[config.mk]
export PLATFORM = sky130hd
export DESIGN_NAME = antialiased_line_rasterizer
export DESIGN_NICKNAME = d
export VERILOG_FILES = /design/src/rtl/alr_pkg.sv /design/src/rtl/alr_front.sv /design/src/rtl/alr_fifo.sv /design/src/rtl/alr_back.sv /design/src/rtl/antialiased_line_rasterizer.sv
export SDC_FILE = /design/constraint.sdc
export NUM_CORES = 1
export LEC_CHECK = 0
export ABC_AREA = 1
export BUFFER_PORTS_ARGS = -buffer_cell sky130_fd_sc_hd__buf_4
export CORE_MARGIN = 3
export CORE_UTILIZATION = 45
export DETAILED_ROUTE_END_ITERATION = 16
export PLACE_DENSITY = 0.71
export SYNTH_ARGS = -nofsm -noshare
export SYNTH_HDL_FRONTEND = slang
export SYNTH_SLANG_ARGS = --single-unit
[constraint.sdc]
create_clock -name aclk -period 6.77 [get_ports aclk]
set_clock_uncertainty 0.15 [all_clocks]
set_input_delay 0.3385 -clock aclk [delete_from_list [all_inputs] [get_ports aclk]]
set_output_delay 0.3385 -clock aclk [all_outputs]
set_load 0.05 [all_outputs]
[src/rtl/alr_pkg.sv]
// shared types and constants for the antialiased line rasterizer
// coordinate widths, item structs, mode and command codes
// no dependencies
package alr_pkg;

    localparam int COORD_BITS = 12;
    localparam int PIX_BITS = COORD_BITS + 1;
    localparam int FRAC_BITS_DEF = 16;
    localparam int QUEUE_DEPTH = 2;
    localparam logic [7:0] FULL_ALPHA = 8'hFF;
    localparam logic [7:0] LINE_ALPHA_RST = 8'hFF;

    // command codes of the input item
    localparam logic CMD_LOAD = 1'b0;
    localparam logic CMD_STEP = 1'b1;

    typedef enum logic [1:0] {
        MODE_IDLE    = 2'd0,
        MODE_SOLID_X = 2'd1,
        MODE_SOLID_Y = 2'd2,
        MODE_WU      = 2'd3
    } draw_mode_t;

    typedef enum logic [1:0] {
        DIR_NONE = 2'd0,
        DIR_UP   = 2'd1,
        DIR_DOWN = 2'd2
    } dir_t;

    typedef enum logic [1:0] {
        OP_STEP       = 2'd0,
        OP_LOAD_SOLID = 2'd1,
        OP_LOAD_WU    = 2'd2
    } op_t;

    typedef enum logic [1:0] {
        BK_READY = 2'd0,
        BK_DIV   = 2'd1,
        BK_PAIR  = 2'd2
    } back_state_t;

    typedef struct packed {
        logic                  cmd;
        logic [COORD_BITS-1:0] x_a;
        logic [COORD_BITS-1:0] y_a;
        logic [COORD_BITS-1:0] x_b;
        logic [COORD_BITS-1:0] y_b;
    } in_item_t;

    typedef struct packed {
        logic [PIX_BITS-1:0] pix_x;
        logic [PIX_BITS-1:0] pix_y;
        logic [7:0]          coverage;
        logic                last;
        logic                line_done;
    } out_item_t;

    // classified item handed from front to back
    typedef struct packed {
        op_t                   op;
        draw_mode_t            mode;
        logic [COORD_BITS-1:0] maj_start;
        logic [COORD_BITS-1:0] maj_end;
        logic [COORD_BITS-1:0] minor;
        dir_t                  dir;
        logic                  steep;
        logic                  neg;
        logic [COORD_BITS-1:0] num;
        logic [COORD_BITS-1:0] den;
    } qitem_t;

endpackage

[src/rtl/alr_front.sv]
// front end: takes input items and classifies loads into solid or wu setups
// depends on alr_pkg
module alr_front (
    input  alr_pkg::in_item_t s_data,
    input  logic              s_valid,
    output logic              s_ready,
    output alr_pkg::qitem_t   q_item,
    output logic              q_push,
    input  logic              q_full
);
    import alr_pkg::*;

    logic                  swap;
    logic [COORD_BITS-1:0] x1, y1, x2, y2;
    logic [COORD_BITS-1:0] dx, ady;
    logic                  neg;
    logic                  vert;
    logic                  horiz;
    logic [COORD_BITS-1:0] sa, sb;

    assign s_ready = !q_full;
    assign q_push  = s_valid && !q_full;

    always_comb begin
        swap = s_data.x_a > s_data.x_b;
        x1   = swap ? s_data.x_b : s_data.x_a;
        y1   = swap ? s_data.y_b : s_data.y_a;
        x2   = swap ? s_data.x_a : s_data.x_b;
        y2   = swap ? s_data.y_a : s_data.y_b;
        dx   = x2 - x1;
        neg  = y2 < y1;
        ady  = neg ? (y1 - y2) : (y2 - y1);
        vert  = s_data.x_a == s_data.x_b;
        horiz = s_data.y_a == s_data.y_b;
        sa    = vert ? s_data.y_a : s_data.x_a;
        sb    = vert ? s_data.y_b : s_data.x_b;

        q_item.op        = OP_STEP;
        q_item.mode      = MODE_IDLE;
        q_item.maj_start = x1;
        q_item.maj_end   = x2;
        q_item.minor     = y1;
        q_item.dir       = DIR_NONE;
        q_item.steep     = 1'b0;
        q_item.neg       = neg;
        q_item.num       = ady;
        q_item.den       = dx;

        if (s_data.cmd == CMD_LOAD) begin
            if (vert || horiz) begin
                // axis-aligned, single point counts as vertical
                q_item.op        = OP_LOAD_SOLID;
                q_item.mode      = vert ? MODE_SOLID_Y : MODE_SOLID_X;
                q_item.maj_start = (sa < sb) ? sa : sb;
                q_item.maj_end   = (sa < sb) ? sb : sa;
                q_item.minor     = vert ? s_data.x_a : s_data.y_a;
            end else if (dx == ady) begin
                q_item.op   = OP_LOAD_SOLID;
                q_item.mode = MODE_SOLID_X;
                q_item.dir  = neg ? DIR_DOWN : DIR_UP;
            end else begin
                q_item.op    = OP_LOAD_WU;
                q_item.mode  = MODE_WU;
                q_item.steep = ady > dx;
                if (ady > dx) begin
                    q_item.maj_start = neg ? y2 : y1;
                    q_item.maj_end   = neg ? y1 : y2;
                    q_item.minor     = neg ? x2 : x1;
                    q_item.num       = dx;
                    q_item.den       = ady;
                end
            end
        end
    end

endmodule

[src/rtl/alr_fifo.sv]
// short queue of classified items between front and back
// depends on alr_pkg
module alr_fifo #(
    parameter int DEPTH = alr_pkg::QUEUE_DEPTH
) (
    input  logic            aclk,
    input  logic            aresetn,
    input  logic            wr_en,
    input  alr_pkg::qitem_t wr_item,
    output logic            full,
    input  logic            rd_en,
    output alr_pkg::qitem_t rd_item,
    output logic            empty
);
    import alr_pkg::*;

    localparam int PTR_W = (DEPTH > 1) ? $clog2(DEPTH) : 1;
    localparam int CNT_W = $clog2(DEPTH + 1);

    qitem_t             mem [DEPTH];
    logic [PTR_W-1:0]   wr_ptr_reg, wr_ptr_next;
    logic [PTR_W-1:0]   rd_ptr_reg, rd_ptr_next;
    logic [CNT_W-1:0]   count_reg, count_next;

    assign full    = count_reg == CNT_W'(DEPTH);
    assign empty   = count_reg == '0;
    assign rd_item = mem[rd_ptr_reg];

    always_comb begin
        wr_ptr_next = wr_ptr_reg;
        rd_ptr_next = rd_ptr_reg;
        count_next  = count_reg;
        if (wr_en) begin
            wr_ptr_next = (wr_ptr_reg == PTR_W'(DEPTH - 1)) ? '0 : wr_ptr_reg + 1'b1;
        end
        if (rd_en) begin
            rd_ptr_next = (rd_ptr_reg == PTR_W'(DEPTH - 1)) ? '0 : rd_ptr_reg + 1'b1;
        end
        if (wr_en && !rd_en) begin
            count_next = count_reg + 1'b1;
        end else if (rd_en && !wr_en) begin
            count_next = count_reg - 1'b1;
        end
    end

    always_ff @(posedge aclk) begin
        if (!aresetn) begin
            wr_ptr_reg <= '0;
            rd_ptr_reg <= '0;
            count_reg  <= '0;
        end else begin
            wr_ptr_reg <= wr_ptr_next;
            rd_ptr_reg <= rd_ptr_next;
            count_reg  <= count_next;
        end
    end

    always_ff @(posedge aclk) begin
        if (wr_en) begin
            mem[wr_ptr_reg] <= wr_item;
        end
    end

    a_no_overflow: assert property (@(posedge aclk) disable iff (!aresetn)
        !(wr_en && full && !rd_en))
        else $error("queue written while full");

    a_no_underflow: assert property (@(posedge aclk) disable iff (!aresetn)
        rd_en |-> !empty)
        else $error("queue read while empty");

    a_count_up: assert property (@(posedge aclk) disable iff (!aresetn)
        (wr_en && !rd_en) |=> count_reg == $past(count_reg) + 1'b1)
        else $error("queue count did not follow a write");

endmodule

[src/rtl/alr_back.sv]
// back end: holds the line walk, runs the slope divider, drives result items
// depends on alr_pkg
module alr_back #(
    parameter int FRAC_BITS = alr_pkg::FRAC_BITS_DEF
) (
    input  logic               aclk,
    input  logic               aresetn,
    input  alr_pkg::qitem_t    q_item,
    input  logic               q_valid,
    output logic               q_pop,
    input  logic               cfg_we,
    input  logic [7:0]         cfg_wdata,
    output logic               m_valid,
    input  logic               m_ready,
    output alr_pkg::out_item_t m_data
);
    import alr_pkg::*;

    localparam int FIX_W   = PIX_BITS + FRAC_BITS;
    localparam int SLOPE_W = FRAC_BITS + 1;
    localparam int CNT_W   = (FRAC_BITS > 1) ? $clog2(FRAC_BITS) : 1;

    back_state_t           state_reg, state_next;
    draw_mode_t            mode_reg, mode_next;
    logic [PIX_BITS-1:0]   pos_reg, pos_next;
    logic [PIX_BITS-1:0]   end_reg, end_next;
    logic [PIX_BITS-1:0]   sminor_reg, sminor_next;
    dir_t                  dir_reg, dir_next;
    logic                  steep_reg, steep_next;
    logic [FIX_W-1:0]      fix_reg, fix_next;
    logic [SLOPE_W-1:0]    slope_reg, slope_next;
    logic                  neg_reg, neg_next;
    logic [COORD_BITS-1:0] den_reg, den_next;
    logic [COORD_BITS-1:0] rem_reg, rem_next;
    logic [FRAC_BITS-1:0]  quo_reg, quo_next;
    logic [CNT_W-1:0]      cnt_reg, cnt_next;
    logic [7:0]            alpha_reg, alpha_next;
    logic                  out_valid_reg, out_valid_next;
    out_item_t             out_reg, out_next;
    out_item_t             pend_reg, pend_next;

    logic                  out_free;
    logic [COORD_BITS:0]   rem_shift;
    logic                  div_ge;
    logic [COORD_BITS:0]   rem_sub;
    logic [COORD_BITS-1:0] rem_step;
    logic [FRAC_BITS-1:0]  quo_step;
    logic                  div_last;
    logic [SLOPE_W-1:0]    slope_new;
    logic [FIX_W-1:0]      slope_ext;
    logic [FIX_W-1:0]      slope_new_ext;
    logic [PIX_BITS-1:0]   ip;
    logic [PIX_BITS-1:0]   ip_inc;
    logic [FRAC_BITS-1:0]  frac;
    logic [FRAC_BITS:0]    inv;
    logic [FRAC_BITS+8:0]  prod0;
    logic [FRAC_BITS+7:0]  prod1;
    logic [7:0]            cov0, cov1;
    logic [PIX_BITS-1:0]   pos_inc;
    logic                  wu_done;
    logic                  solid_done;

    assign out_free = !out_valid_reg || m_ready;
    assign m_valid  = out_valid_reg;
    assign m_data   = out_reg;

    // restoring divider, one quotient bit per cycle
    assign rem_shift = {rem_reg, 1'b0};
    assign div_ge    = rem_shift >= {1'b0, den_reg};
    assign rem_sub   = rem_shift - {1'b0, den_reg};
    assign rem_step  = div_ge ? rem_sub[COORD_BITS-1:0] : rem_shift[COORD_BITS-1:0];
    assign quo_step  = {quo_reg[FRAC_BITS-2:0], div_ge};
    assign div_last  = cnt_reg == '0;
    assign slope_new = neg_reg ? (SLOPE_W'(0) - {1'b0, quo_step}) : {1'b0, quo_step};

    assign slope_ext     = {{(PIX_BITS-1){slope_reg[SLOPE_W-1]}}, slope_reg};
    assign slope_new_ext = {{(PIX_BITS-1){slope_new[SLOPE_W-1]}}, slope_new};

    // coverage = 255 * weight >> FRAC_BITS, as shift and subtract
    assign ip     = fix_reg[FIX_W-1:FRAC_BITS];
    assign ip_inc = ip + 1'b1;
    assign frac   = fix_reg[FRAC_BITS-1:0];
    assign inv    = {1'b1, {FRAC_BITS{1'b0}}} - {1'b0, frac};
    assign prod0  = {inv, 8'h00} - {8'h00, inv};
    assign prod1  = {frac, 8'h00} - {8'h00, frac};
    assign cov0   = prod0[FRAC_BITS+7:FRAC_BITS];
    assign cov1   = prod1[FRAC_BITS+7:FRAC_BITS];

    assign pos_inc    = pos_reg + 1'b1;
    assign wu_done    = pos_inc == end_reg;
    assign solid_done = pos_reg == end_reg;

    assign q_pop = (state_reg == BK_READY) && q_valid && out_free;

    // next state
    always_comb begin
        state_next = state_reg;
        unique case (state_reg)
            BK_READY: begin
                if (q_pop) begin
                    if (q_item.op == OP_LOAD_WU) begin
                        state_next = BK_DIV;
                    end else if (q_item.op == OP_STEP && mode_reg == MODE_WU) begin
                        state_next = BK_PAIR;
                    end
                end
            end
            BK_DIV: begin
                if (div_last) begin
                    state_next = BK_READY;
                end
            end
            BK_PAIR: begin
                if (out_free) begin
                    state_next = BK_READY;
                end
            end
            default: state_next = BK_READY;
        endcase
    end

    // datapath and outputs
    always_comb begin
        mode_next      = mode_reg;
        pos_next       = pos_reg;
        end_next       = end_reg;
        sminor_next    = sminor_reg;
        dir_next       = dir_reg;
        steep_next     = steep_reg;
        fix_next       = fix_reg;
        slope_next     = slope_reg;
        neg_next       = neg_reg;
        den_next       = den_reg;
        rem_next       = rem_reg;
        quo_next       = quo_reg;
        cnt_next       = cnt_reg;
        alpha_next     = cfg_we ? cfg_wdata : alpha_reg;
        out_valid_next = out_valid_reg && !m_ready;
        out_next       = out_reg;
        pend_next      = pend_reg;

        unique case (state_reg)
            BK_READY: begin
                if (q_pop) begin
                    unique case (q_item.op)
                        OP_LOAD_SOLID: begin
                            mode_next   = q_item.mode;
                            pos_next    = {1'b0, q_item.maj_start};
                            end_next    = {1'b0, q_item.maj_end};
                            sminor_next = {1'b0, q_item.minor};
                            dir_next    = q_item.dir;
                        end
                        OP_LOAD_WU: begin
                            mode_next  = MODE_WU;
                            pos_next   = {1'b0, q_item.maj_start};
                            end_next   = {1'b0, q_item.maj_end};
                            steep_next = q_item.steep;
                            fix_next   = {1'b0, q_item.minor, {FRAC_BITS{1'b0}}};
                            neg_next   = q_item.neg;
                            den_next   = q_item.den;
                            rem_next   = q_item.num;
                            quo_next   = '0;
                            cnt_next   = CNT_W'(FRAC_BITS - 1);
                        end
                        OP_STEP: begin
                            unique case (mode_reg)
                                MODE_SOLID_X, MODE_SOLID_Y: begin
                                    out_valid_next     = 1'b1;
                                    out_next.pix_x     = (mode_reg == MODE_SOLID_X) ?
                                                         pos_reg : sminor_reg;
                                    out_next.pix_y     = (mode_reg == MODE_SOLID_X) ?
                                                         sminor_reg : pos_reg;
                                    out_next.coverage  = alpha_reg;
                                    out_next.last      = 1'b1;
                                    out_next.line_done = solid_done;
                                    if (solid_done) begin
                                        mode_next = MODE_IDLE;
                                    end else begin
                                        pos_next = pos_inc;
                                        if (dir_reg == DIR_UP) begin
                                            sminor_next = sminor_reg + 1'b1;
                                        end else if (dir_reg == DIR_DOWN) begin
                                            sminor_next = sminor_reg - 1'b1;
                                        end
                                    end
                                end
                                MODE_WU: begin
                                    out_valid_next      = 1'b1;
                                    out_next.pix_x      = steep_reg ? ip : pos_reg;
                                    out_next.pix_y      = steep_reg ? pos_reg : ip;
                                    out_next.coverage   = cov0;
                                    out_next.last       = 1'b0;
                                    out_next.line_done  = wu_done;
                                    pend_next.pix_x     = steep_reg ? ip_inc : pos_reg;
                                    pend_next.pix_y     = steep_reg ? pos_reg : ip_inc;
                                    pend_next.coverage  = cov1;
                                    pend_next.last      = 1'b1;
                                    pend_next.line_done = wu_done;
                                    pos_next            = pos_inc;
                                    fix_next            = fix_reg + slope_ext;
                                    if (wu_done) begin
                                        mode_next = MODE_IDLE;
                                    end
                                end
                                default: begin
                                    // no line active: the step gives nothing
                                end
                            endcase
                        end
                        default: begin
                        end
                    endcase
                end
            end
            BK_DIV: begin
                rem_next = rem_step;
                quo_next = quo_step;
                cnt_next = cnt_reg - 1'b1;
                if (div_last) begin
                    slope_next = slope_new;
                    // steep walk starts one gradient past the endpoint
                    if (steep_reg) begin
                        fix_next = fix_reg + slope_new_ext;
                    end
                end
            end
            BK_PAIR: begin
                if (out_free) begin
                    out_valid_next = 1'b1;
                    out_next       = pend_reg;
                end
            end
            default: begin
            end
        endcase
    end

    always_ff @(posedge aclk) begin
        if (!aresetn) begin
            state_reg     <= BK_READY;
            mode_reg      <= MODE_IDLE;
            alpha_reg     <= LINE_ALPHA_RST;
            out_valid_reg <= 1'b0;
        end else begin
            state_reg     <= state_next;
            mode_reg      <= mode_next;
            alpha_reg     <= alpha_next;
            out_valid_reg <= out_valid_next;
        end
    end

    always_ff @(posedge aclk) begin
        pos_reg    <= pos_next;
        end_reg    <= end_next;
        sminor_reg <= sminor_next;
        dir_reg    <= dir_next;
        steep_reg  <= steep_next;
        fix_reg    <= fix_next;
        slope_reg  <= slope_next;
        neg_reg    <= neg_next;
        den_reg    <= den_next;
        rem_reg    <= rem_next;
        quo_reg    <= quo_next;
        cnt_reg    <= cnt_next;
        out_reg    <= out_next;
        pend_reg   <= pend_next;
    end

    a_pair_has_first: assert property (@(posedge aclk) disable iff (!aresetn)
        state_reg == BK_PAIR |-> out_valid_reg)
        else $error("second pixel pending without first pixel shown");

    a_div_in_wu: assert property (@(posedge aclk) disable iff (!aresetn)
        state_reg == BK_DIV |-> mode_reg == MODE_WU)
        else $error("divider running outside a wu setup");

    a_first_of_pair: assert property (@(posedge aclk) disable iff (!aresetn)
        (out_valid_reg && !out_reg.last) |-> state_reg == BK_PAIR)
        else $error("non-last pixel shown with no second pixel pending");

    a_wu_not_at_end: assert property (@(posedge aclk) disable iff (!aresetn)
        mode_reg == MODE_WU |-> pos_reg != end_reg)
        else $error("wu walk sitting on its excluded end");

endmodule

[src/rtl/antialiased_line_rasterizer.sv]
// a step's first pixel goes through the item queue and the back end's out_reg before it shows on m_valid
// throughput: solid lines one step per cycle while m_ready holds; a wu step gives two pixels in turn
// and no new item is taken until its second pixel is out; a wu load holds the back end in the serial
// slope divider until the slope quotient is complete; loads and steps wait in the item queue meanwhile
// reset: synchronous active-low aresetn; no line active, line_alpha back to 255
// top level: front classifier, item queue and back end; depends on alr_pkg
module antialiased_line_rasterizer #(
    parameter int FRAC_BITS = alr_pkg::FRAC_BITS_DEF
) (
    input  logic               aclk,
    input  logic               aresetn,
    input  logic               s_valid,
    output logic               s_ready,
    input  alr_pkg::in_item_t  s_data,
    output logic               m_valid,
    input  logic               m_ready,
    output alr_pkg::out_item_t m_data,
    input  logic               cfg_we,
    input  logic [7:0]         cfg_wdata
);
    import alr_pkg::*;

    qitem_t front_item;
    qitem_t back_item;
    logic   q_push;
    logic   q_full;
    logic   q_pop;
    logic   q_empty;

    alr_front u_front (
        .s_data  (s_data),
        .s_valid (s_valid),
        .s_ready (s_ready),
        .q_item  (front_item),
        .q_push  (q_push),
        .q_full  (q_full)
    );

    alr_fifo #(
        .DEPTH (QUEUE_DEPTH)
    ) u_fifo (
        .aclk    (aclk),
        .aresetn (aresetn),
        .wr_en   (q_push),
        .wr_item (front_item),
        .full    (q_full),
        .rd_en   (q_pop),
        .rd_item (back_item),
        .empty   (q_empty)
    );

    alr_back #(
        .FRAC_BITS (FRAC_BITS)
    ) u_back (
        .aclk      (aclk),
        .aresetn   (aresetn),
        .q_item    (back_item),
        .q_valid   (!q_empty),
        .q_pop     (q_pop),
        .cfg_we    (cfg_we),
        .cfg_wdata (cfg_wdata),
        .m_valid   (m_valid),
        .m_ready   (m_ready),
        .m_data    (m_data)
    );

endmodule
# Word level (Yosys, flattened, before mapping)
# Memories as Yosys holds them, arrays and structs flattened. A register that Yosys moved wholly into a read port is not among the register bits.
# Cells that the tools add are included.
# classes
n_lt_le_gt_ge	5
n_eq_ne	32
n_mux	86
reduce_logical	40
add_sub_neg	19
# op_table
operator	count
two-way mux 12 bit	16
two-way mux 36 bit	5
one-hot mux 36 bit (2 select lines)	2
two-way mux 13 bit	11
two-way mux 29 bit	4
one-hot mux 29 bit (2 select lines)	2
two-way mux 24 bit	4
one-hot mux 13 bit (2 select lines)	3
adder 29 bit	2
subtractor 12 bit	4
two-way mux 43 bit	1
two-way mux 40 bit	1
adder 13 x 1 -> 13 bit (second input constant)	3
== test 12 bit	3
two-way mux 15 bit	2
one-hot mux 15 bit (2 select lines)	1
== test 13 x 12 -> 1 bit	2
greater-than comparator 12 bit	2
< comparator 12 bit	2
two-way mux 2 bit	12
one-hot mux 12 bit (2 select lines)	1
subtractor 24 x 16 -> 24 bit	1
subtractor 24 x 17 -> 24 bit	1
inequality test 3 bit (second input constant)	7
other kinds (35)	90
# totals
n_memories	1
word_cells	211
input_bits	62
out_inout_bits	38
regBits	219
ram_bits	136
# mem_list
memory	words	width	rd	rd_clocked_by_memory_dff	wr	line_no	source
u_fifo.mem	2	68	1	1	1	alr_fifo.sv:20	qitem_t mem [DEPTH];

# Logic depth before layout (Yosys ltp)
# depth
ltp_word	9
ltp_mapped	41

# By module
# From an unflattened synthesis, not the netlist that was laid out.
# unflattened
cells_unflattened	3629
area_unflattened_um2	27607.7
# by_module_without_submodules
module	n_inst	cells_each	seq_area_each_um2	area_each_um2
alr_back	1	2158	6326.1	16495.8
alr_front	1	1223	0.0	5883.1
alr_fifo	1	247	4184.0	5225.0
antialiased_line_rasterizer	1	1	0.0	3.8

# Worst setup path before layout
# No wires, ideal clock.
# synth_timing
kind	register to register
startpoint	reg (tool-made name)
endpoint	reg u_back.out_reg, in the netlist u_back.m_data[0] (enable)
path_slack_ns	1.525
arrival_ns	4.611
synth_period_minus_slack_ns	5.245
path_stages_with_launch	13
path_cell_list	dfxtp_1 inv_1 clkbuf_1 nand2_1 nand2_1 inv_1 ha_1 clkbuf_1 clkinv_1 clkbuf_1 nor2_1 a21oi_1 a211oi_1
# synth_rtl
element	line_no	source
to (signal assigned)	alr_back.sv:265	out_reg <= out_next;
to (decl)	alr_back.sv:39	out_item_t out_reg, out_next;

==> impl_metrics.tcl <==
set metrics [dict create \
    post_layout_nonfiller_instances 4292 \
    yosysUniqueCellTypes 61 \
    die_h_um 247.3 \
    wire_length_of_the_first_global_routing_pass_mm 120.7 \
    worst-path-max-fanout 32 \
    placedCellCount 4194 \
    max-slew-margin-rel_pct 26.02 \
    critical-path-top-delay-family "simple AND/OR/NAND/NOR gates" \
    worst_endpoint_data_arrival_time_ps 5870 \
    largest_register_ffs 136 \
    groute.usage.overall_pct 25.09 \
    drt_drc_violations_left 0 \
    asyncSetResetFlopFracSynth_pct 0 \
    endpoint_kind "flop" \
    setup_viol_count_final 0 \
    timing.fmax_mhz 174.6 \
    power_per_cell_area_nw_per_um2 462.7 \
    path_buf_inv 7 \
    worst_pin_slew_ps 1106 \
    wire_per_inst_um 18.30 \
    p_total_mw 13.54 \
    timing.max_cap.violations 0 \
    area.growth.synth_to_final_pct 11.66 \
    timing.final.crit_period_ps 5728 \
    worst_ir_drop_on_vdd_uv 255.3 \
    hold_path.class "input pin to flop" \
    floorplan.initialDensity_pct 45.95 \
    rsz_0062_raised_after_global_routing "false" \
    antenna_violations_before_repair 0 \
    clock-sinks 356 \
    tritoncts.num_buffers 40 \
    die_area_sq_um 61170 \
    synth_nets 3639 \
    pnr_worst_setup_slack_ps 1042 \
    place.port_buffers 99 \
    cts_setup_buffers 0 \
    post-place-ws_ps 672.0 \
    route.antenna.remaining_nets 0 \
    design.portCount 100 \
    clk_pin_slew_ps 60 \
    route.detailed.vias_per_inst 5.635 \
    drt-total-wl_mm 78.55 \
    yosys_most_used_dff "edfxtp_1" \
    post_synth_edffs 338 \
    num-nets-final 3720 \
    setup.worst_path.class "input pin to flop" \
    synth.top_cells.by_area "edfxtp_1, nand2_1, ha_1" \
    weighted_congestion_at_the_end_of_routability_driven_global_placement 1.016 \
    cpPeakStageDelay_ps 400 \
    placed_area_sq_um 27680 \
    ys_ff_latch 356 \
    fin_crit_sh_pct 84.61 \
    fraction_of_final_layout_cells_sized_beyond_drive_strength_1_pct 7.468 \
    yosysWarnings 0 \
    outcome "finished, final reports clean" \
    timing.critical_path.slowest_stage_cell "ha_1" \
    drt_iter0_drc 2569 \
    placementRows 87 \
    vias 24190 \
    fin_setup_tns_ps 0 \
    finish.utilization_pct 51.31 \
    grt_ovf 0 \
    type_of_element_launching_the_critical_path "input pin" \
    holdWs_ps 143.2 \
    syn-instance-count 3424 \
    max_buffers_root_to_sink 3 \
    synth_sequential_area_ratio_pct 40.10 \
    first_global_vias 21900 \
    crit_required_ps 6910 \
    cts-root-buf "clkbuf_16" \
    core_region_area_sq_um 57040 \
    htreeDepth 2 \
    synthDominantAreaCellType "edfxtp_1" \
    report.final.hold_viol_count 0 \
    floorplan.die.width_um 247.3 \
    synth_top_cell_area_share_pct 38.73 \
    postSynthAreaPerCell_sq_um 7.654 \
    syn-cell-area_sq_um 26210 \
    stdcell_area_sq_um 29270 \
    timing.critical_path.mode_cell "nand2_1" \
    final-max-slew-violation-count 0 \
    cts_tree "built" \
    leakage_nw 12.92 \
    dpl.hpwl_mm 59.52 \
    dr.pass1.iters 6 \
    grt_max_degree 70 \
    worst_skew_pair.late_latency_ps 560 \
]
metal layers:
layer / track usage (%) / vias to the layer above / wire [um]
met5: 0 / - / 0
met4: 8.548 / 0 / 2804
met3: 3.263 / 172 / 6760
met2: 40.16 / 1055 / 34930
met1: 35.17 / 11140 / 34060
li1: - / 11820 / -
cells by family (layout without fill, tap and decap cells):
group	after synthesis	in the layout	share of synthesized area (%)
other cells	0	1	0
xor+xnor	122	122	4.077
compound gates	714	714	15.67
flops	356	356	40.10
mux	4	4	0.1528
buf+inv	517	628	7.839
simple gates	1558	1558	24.74
fa+ha+maj	153	153	7.419
layout by cell type, fill, tap and decap left out, types with 41 or more instances in the layout:
cell       Yosys  final
nand2_1      929    929
buf_4          2    137
ha_1         149    149
xor2_1        91     91
o21ai_0      266    266
inv_1        380    378
clkbuf_16      0     41
nand3_1      207    207
nor2_1       274    269
a21oi_1      215    215
edfxtp_1     338    338
nand4_1       68     68
o21ai_1       41     41
final cells by class:
type / count / area, sq um
antenna: 1 / 2.502
timing repair buffer: 162 / 1279
multi-input combinational: 2551 / 13720
sequential: 356 / 10510
inverter: 394 / 1479
fill: 5475 / 27770
clock buffer: 49 / 1086
clock inverter: 23 / 245.2
tap: 756 / 945.9
cell usage after synthesis, types with 11 or more instances:
library cell,instances
o21ai_1,41
nand2_1,929
nor2_1,274
nand4_1,68
o21bai_1,23
xor2_1,91
edfxtp_1,338
ha_1,149
nand3_1,207
dfxtp_1,18
xnor2_1,31
or2_2,14
o22ai_1,15
inv_1,380
clkbuf_1,83
o211ai_1,32
buf_2,18
o21ai_0,266
buf_6,11
o221ai_1,17
a21oi_1,215
nor3_1,31
a31oi_1,29
tightest hold or removal path, cell delays in order:
cell and delay, ps:
buf_4 80, nor2_1 90, inv_1 110, a21oi_1 140
power breakdown:
group	switching (mW)	total, mW	internal [mW]	leakage, nW
Clock	0.875	2.21	1.33	0.645
Combinational	4.95	7.40	2.45	9.02
Sequential	0.489	3.94	3.45	3.26
Total	6.31	13.5	7.23	12.9
path summary, 6_finish.rpt:
check	cells past startpoint	endpoint	startpoint	slack (ps)
max	31	u_fifo.mem[0][33]	s_data[19]	1040
min	4	u_back.m_valid	m_ready	140
max reg2reg	23	u_back.fix_reg[19]	u_back.rem_reg[1]	1340
min reg2reg	1	flop	u_fifo.rd_ptr_reg	280
timing repair:
| action | 4_1_cts | 5_1_grt |
|---|---|---|
| endpoints found under the hold margin | 11 | 0 |
| gates resized for setup | 0 | 0 |
| hold buffers | 25 | 0 |
No activity file was read; power rests on OpenSTA's default activity.
